$ cat src/rtl/ptbg_pkg.sv
`timescale 1ns / 1ps
package ptbg_pkg;

  localparam int unsigned MaxLayers    = 4;
  localparam int unsigned NumLayersDef = 4;
  localparam int unsigned LayerW       = 38;
  localparam int unsigned StrengthW    = 14;
  localparam int unsigned ChanW        = 8;
  localparam int unsigned LayerAw      = $clog2(MaxLayers);
  localparam int unsigned PaddrW       = LayerAw + 3;
  localparam int unsigned PdataW       = 64;
  localparam int unsigned InDataW      = 40;
  localparam int unsigned OutDataW     = 24;
  localparam int unsigned GammaDepth   = 1 << ChanW;

  localparam logic [StrengthW-1:0] GrayLimit = 14'd10000;

  localparam logic OpTint  = 1'b0;
  localparam logic OpGamma = 1'b1;

  typedef logic [ChanW-1:0]  chan_t;
  typedef logic [LayerW-1:0] layer_t;

  typedef struct packed {
    logic  op;
    chan_t red;
    chan_t green;
    chan_t blue;
    chan_t gamma_index;
    chan_t gamma_value;
  } word_t;

  function automatic chan_t blend_chan(chan_t ch, chan_t target,
                                       logic [StrengthW-1:0] strength);
    logic signed [ChanW+1:0]           diff;
    logic signed [StrengthW+ChanW+2:0] prod;
    logic signed [StrengthW+ChanW+2:0] delta;
    logic signed [StrengthW+ChanW+2:0] sum;
    diff  = $signed({2'b00, target}) - $signed({2'b00, ch});
    prod  = $signed({1'b0, strength}) * diff;
    delta = prod >>> ChanW;
    sum   = $signed({{(StrengthW+3){1'b0}}, ch}) + delta;
    if (sum < 0) begin
      return '0;
    end else if (sum > $signed({{(StrengthW+3){1'b0}}, {ChanW{1'b1}}})) begin
      return {ChanW{1'b1}};
    end else begin
      return sum[ChanW-1:0];
    end
  endfunction

  function automatic chan_t gray_chan(chan_t r, chan_t g, chan_t b);
    logic [16:0] acc;
    acc = 17'(r) * 17'd76 + 17'(g) * 17'd141 + 17'(b) * 17'd38;
    return acc[15:8];
  endfunction

endpackage

$ cat src/rtl/ptbg_tint_cell.sv
`timescale 1ns / 1ps
module ptbg_tint_cell (
  input  logic           clk_i,
  input  logic           rst_ni,
  input  logic           en_i,
  input  ptbg_pkg::layer_t layer_i,
  input  logic           valid_i,
  input  ptbg_pkg::word_t word_i,
  output logic           valid_o,
  output ptbg_pkg::word_t word_o
);
  import ptbg_pkg::*;

  logic                 valid_q;
  word_t                word_q, word_d;
  logic [StrengthW-1:0] strength;
  chan_t                gray;

  assign strength = layer_i[LayerW-1:3*ChanW];
  assign gray     = gray_chan(word_i.red, word_i.green, word_i.blue);

  always_comb begin
    word_d = word_i;
    if (strength > GrayLimit) begin
      word_d.red   = gray;
      word_d.green = gray;
      word_d.blue  = gray;
    end else begin
      word_d.red   = blend_chan(word_i.red,   layer_i[ChanW-1:0],         strength);
      word_d.green = blend_chan(word_i.green, layer_i[2*ChanW-1:ChanW],   strength);
      word_d.blue  = blend_chan(word_i.blue,  layer_i[3*ChanW-1:2*ChanW], strength);
    end
  end

  always_ff @(posedge clk_i or negedge rst_ni) begin
    if (!rst_ni) begin
      valid_q <= 1'b0;
    end else if (en_i) begin
      valid_q <= valid_i;
    end
  end

  always_ff @(posedge clk_i) begin
    if (en_i) begin
      word_q <= word_d;
    end
  end

  assign valid_o = valid_q;
  assign word_o  = word_q;

endmodule

$ cat config.mk
export PLATFORM = sky130hd
export DESIGN_NAME = ptbg_tint_cell
export DESIGN_NICKNAME = d
export VERILOG_FILES = /design/src/rtl/ptbg_pkg.sv /design/src/rtl/ptbg_tint_cell.sv
export SDC_FILE = /design/constraint.sdc
export NUM_CORES = 1
export LEC_CHECK = 0
export ABC_CLOCK_PERIOD_IN_PS = 2100
export BUFFER_PORTS_ARGS = -buffer_cell sky130_fd_sc_hd__buf_4
export CAP_MARGIN = 20
export CORE_MARGIN = 3
export CORE_UTILIZATION = 45
export DETAILED_ROUTE_END_ITERATION = 12
export PLACE_DENSITY = 0.71
export SLEW_MARGIN = 10
export SYNTH_ARGS = -nofsm -noshare
export SYNTH_HDL_FRONTEND = slang
export SYNTH_SLANG_ARGS = --single-unit
$ cat constraint.sdc
create_clock -name clk_i -period 2.1 [get_ports clk_i]
set_input_delay 0 -clock clk_i [delete_from_list [all_inputs] [get_ports clk_i]]
set_output_delay 0 -clock clk_i [all_outputs]
set_load 0.01 [all_outputs]
Word-level counts from Yosys, hierarchy flattened
Index checks and enable logic that the tools add are counted.

Flip-flop bits (word level): 42. Input port bits: 83. Output and inout port bits: 42. Word-level logic and storage cells: 35.

Add/subtract/negate cells: 8. $mul: 6. Order comparisons: 7. Multiplexer cells: 7.

Operators by type and width (number): 15-bit by 9-bit multiplier with 24-bit output (3); 9-bit by 16-bit adder with 17-bit output (3); 17-bit by 9-bit > comparator with 1-bit output, second input constant (3); 17-bit by 1-bit less-than comparator with 1-bit output, second input constant (3); 8-bit two-way mux (6); 8-bit by 8-bit subtractor with 9-bit output (3); 8-bit by 5-bit multiplier with 13-bit output, second input constant (2); 24-bit two-way mux (1); 15-bit by 16-bit adder with 16-bit output (1); 16-bit by 14-bit adder with 16-bit output (1); 8-bit by 8-bit multiplier with 16-bit output, second input constant (1); 14-bit > comparator, second input constant (1).

Depth between registers and ports, before layout
Depth in word-level cells: 7. Gate-level depth with buffers: 39. Depth with buffers taken out: 39.

Worst setup path before layout
Ideal clock, no wire load.

Path kind: in2reg. From: input port word_i[25] (netlist bit). To: register word_q, in the netlist word_o[26] (data pin). Library setup time: 0.264 ns. Arrival: 7.985 ns. Required time: 1.836 ns. Path slack: -6.149 ns. Cell stages on the path: 35. Path buffers: 1. Path through: inv_1 > ha_1 > nor2b_1 > o21ai_0 > nand2b_1 > a21o_1 > a21o_1 > a21o_1 > a21oi_1 > xnor2_1 > clkbuf_1 > nand2_1 > fa_1 > fa_1 > inv_1 > fa_1 > fa_1 > inv_1 > fa_1 > inv_1 > ha_1 > a21o_1 > a21o_1 > a41o_2 > a21o_1 > a21oi_1 > xnor2_1 > ha_1 > a21o_1 > o21a_1 > o21a_1 > or4_1 > o22ai_1 > o311ai_4 > o41a_1.

RTL lines: from (decl) (line ptbg_tint_cell.sv:8) `input ptbg_pkg::word_t word_i,`; to (signal assigned) (line ptbg_tint_cell.sv:45) `word_q <= word_d;`; to (decl) (line ptbg_tint_cell.sv:15) `word_t word_q, word_d;`.

==> flow_metrics.py <==
metrics = {
    "outcome": {
        "status": "finished with violations",
        "failed_checks": "negative setup slack",
    },
    "clock_network": {
        "clock-root-buffer": "clkbuf_16",
        "clk_pin_slew_ns": 0.07,
        "cts_buffers": 5,
        "htreeDepth": 2,
        "cts.path.max_buffers": 2,
        "cts.sinks": 42,
        "cts_tree": "built",
        "clk_latency_ns": 0.30,
    },
    "global_route": {
        "grt_max_degree": 43,
        "grtUsageTotal": 0.255,
        "grt_pass1_wl_mm": 91.9,
        "grt_pass1_vias": 18500,
        "antenna_found_initial": 0,
        "grt_overflow": 0,
    },
    "critical_path": {
        "cp-start-kind": "input pin",
        "cpPeakStageDelay_ns": 0.53,
        "crit_arrival_ns": 7.73,
        "critPathRequiredTime_ns": 2.13,
        "end_kind": "flop",
        "cpMaxStageDelayCell": "fa_1",
        "crit_fanout": 6,
        "r2r_slack_ns": 1.36,
        "crit_top_cell": "buf_4",
        "path_class": "input pin to flop",
    },
    "routing": {
        "route.detailed.drc": 0,
        "drtAntennaViolNets": 0,
        "dr.pass1.iters": 5,
        "drtIter0Drc": 809,
        "via_count": 17000,
        "vias_per_cell": 5.24,
        "drt-total-wl_mm": 56.8,
        "routedWlPerCell_um": 17.5,
    },
    "timing": {
        "max-slew-margin-rel": 0.532,
        "setup_violations": 24,
        "finalHoldViolations": 0,
        "max_freq_mhz": 130,
        "fin_ws_ns": -5.59,
        "tightestPinTransition_ns": 0.697,
        "drv_slew": 0,
        "rsz0062_at_grt": "yes",
        "fin_crit_sh": 3.66,
        "fin_crit_ns": 7.69,
        "fin_skew_ns": 0,
    },
    "placement": {
        "io_buffer_count": 124,
        "dp_cells": 3155,
        "dp_hpwl_mm": 47.9,
        "place_congestion": 0.940,
    },
    "synthesis": {
        "synth_cell_type_count": 86,
        "syn_nets": 2817,
        "netlist_area_um2": 19200,
        "syn_inst": 2121,
        "synth_ff_type": "edfxtp_1",
        "yosys_register_bits": 42,
        "async_flop_share": 0.0238,
        "synth_edf_count": 41,
        "synth_area_per_cell_um2": 9.06,
        "seq_area_frac_synth": 0.0654,
        "synth_warnings": 0,
    },
    "final_layout": {
        "area_growth_pct": 35.0,
        "fin_util": 0.617,
        "diodes": 0,
        "fin_nets": 3401,
        "fill_cells": 3514,
        "layout-drive-gt1-share": 0.306,
        "stdcell_count": 3245,
    },
    "floorplanning": {
        "core_um2": 42000,
        "start_util": 0.457,
        "io_pins": 125,
        "die_w_um": 213,
        "die_area_um2": 45200,
        "die_y_um": 213,
        "rows": 75,
    },
    "hold_path": {
        "hold_class": "input pin to flop",
    },
    "run": {
        "max_cap_violations": 0,
    },
}
## registers in the layout, summed over array words and instances, names as in the netlist
signal / flops
valid_o: 1
word_o: 41
## stage by stage
step                setup TNS [ns]  hold WS (ns)  setup slack (ns)  area [um2]
finish                     -131.48         0.226             -5.59       25900
global route               -138.51         0.237             -5.89       25900
CTS                        -128.42         0.228             -5.51       25500
detailed placement         -140.59        -0.224             -6.06       24300
global placement           -137.34        -0.225             -5.89       24300
floorplan                  -128.37        -0.296             -5.63       19600
## critical path: cells and delay by family
kind            cells  cell delay [ns]
fa+ha+maj           9             3.54
simple gates        8             1.38
compound gates      7             1.34
buf+inv            10             1.20
xor+xnor            2             0.26
## synthesized netlist by cell type, drive strengths merged, types with 5 or more instances
| master | instances | share of area |
|---|---|---|
| inv | 384 | 0.075 |
| nand4 | 11 | 0.0044 |
| nand3 | 12 | 0.0031 |
| nand2b | 89 | 0.029 |
| o41a | 5 | 0.0029 |
| o211ai | 5 | 0.0020 |
| o31ai | 11 | 0.0050 |
| nor2 | 72 | 0.014 |
| and3 | 9 | 0.0029 |
| o21a | 12 | 0.0047 |
| or3 | 7 | 0.0023 |
| a21o | 48 | 0.019 |
| edfxtp | 41 | 0.064 |
| xnor2 | 66 | 0.030 |
| a31oi | 10 | 0.0044 |
| xor2 | 40 | 0.019 |
| nor4 | 7 | 0.0023 |
| nor2b | 17 | 0.0055 |
| and2 | 177 | 0.058 |
| nand2 | 152 | 0.030 |
| clkbuf | 71 | 0.014 |
| or2 | 11 | 0.0036 |
| nor3 | 21 | 0.0057 |
| a21oi | 68 | 0.018 |
| ha | 318 | 0.21 |
| o31a | 6 | 0.0027 |
| fa | 295 | 0.31 |
| o21ai | 55 | 0.014 |
| a211oi | 12 | 0.0049 |
| a2111oi | 5 | 0.0023 |
## path summary, 6_finish.rpt
path / start / to / cells past startpoint
setup / recovery: word_i[16] / word_o[17]$_DFFE_PP_ / 36
hold / removal: en_i / word_o[14]$_DFFE_PP_ / 1
setup reg to reg: valid_o$_DFFE_PN0P_ / valid_o$_DFFE_PN0P_ / 1
hold reg to reg: valid_o$_DFFE_PN0P_ / valid_o$_DFFE_PN0P_ / 1
max in group asynchronous: rst_ni / valid_o$_DFFE_PN0P_ / 3
min in group asynchronous: rst_ni / valid_o$_DFFE_PN0P_ / 3
## layout make-up
| type | count | area, um2 | share of cell area |
|---|---|---|---|
| Sequential cell | 42 | 1260 | 0.0484 |
| Timing Repair Buffer | 651 | 5120 | 0.197 |
| Inverter | 384 | 1500 | 0.0580 |
| Tap cell | 539 | 674 | 0.0260 |
| Clock buffer | 5 | 125 | 0.00482 |
| Multi-Input combinational cell | 1621 | 17200 | 0.665 |
| Clock inverter | 3 | 18.8 | 0.000723 |
## timing repair
item | 4_1_cts | 5_1_grt
pin swaps | 81 | 55
hold buffers | 20 | 0
cloned | 1 | 0
endpoints found under the setup margin | 24 | 24
endpoints found under the hold margin | 19 | 0
setup buffers | 46 | 17
resized for setup | 96 | 65
## cells by family (layout without fill, tap and decap cells)
group / count (synthesis) / in the layout / synth area share
AO/OA/AOI/OAI: 289 / 289 / 0.108
XOR/XNOR: 106 / 106 / 0.0487
adder cells (fa/ha/maj): 613 / 613 / 0.515
buffers and inverters: 458 / 1043 / 0.0896
flip-flops: 42 / 42 / 0.0654
multiplexers: 5 / 5 / 0.00267
AND/OR/NAND/NOR: 608 / 608 / 0.171
## metal layers
| layer | part of all wire | track usage |
|---|---|---|
| met1 | 0.39 | 0.306 |
| met2 | 0.53 | 0.477 |
| met3 | 0.046 | 0.0297 |
| met4 | 0.036 | 0.0778 |
| met5 | 0 | 0 |
## cell usage in the layout (no fill, tap or decap), types with 20 or more instances in the layout
master | synthesis | routed
fa_1 | 295 | 288
ha_4 | 0 | 23
a21oi_1 | 67 | 48
o21ai_0 | 53 | 32
and2_1 | 177 | 173
xor2_1 | 39 | 32
nor2_1 | 71 | 67
xnor2_1 | 66 | 55
edfxtp_1 | 41 | 41
a21o_1 | 48 | 48
ha_1 | 318 | 293
dlygate4sd3_1 | 0 | 20
nand2b_1 | 89 | 89
inv_1 | 384 | 367
buf_4 | 0 | 603
nand2_1 | 152 | 146
Power is not shown: default switching activity piles up to over one toggle a cycle in this logic, so the estimate is an artifact.
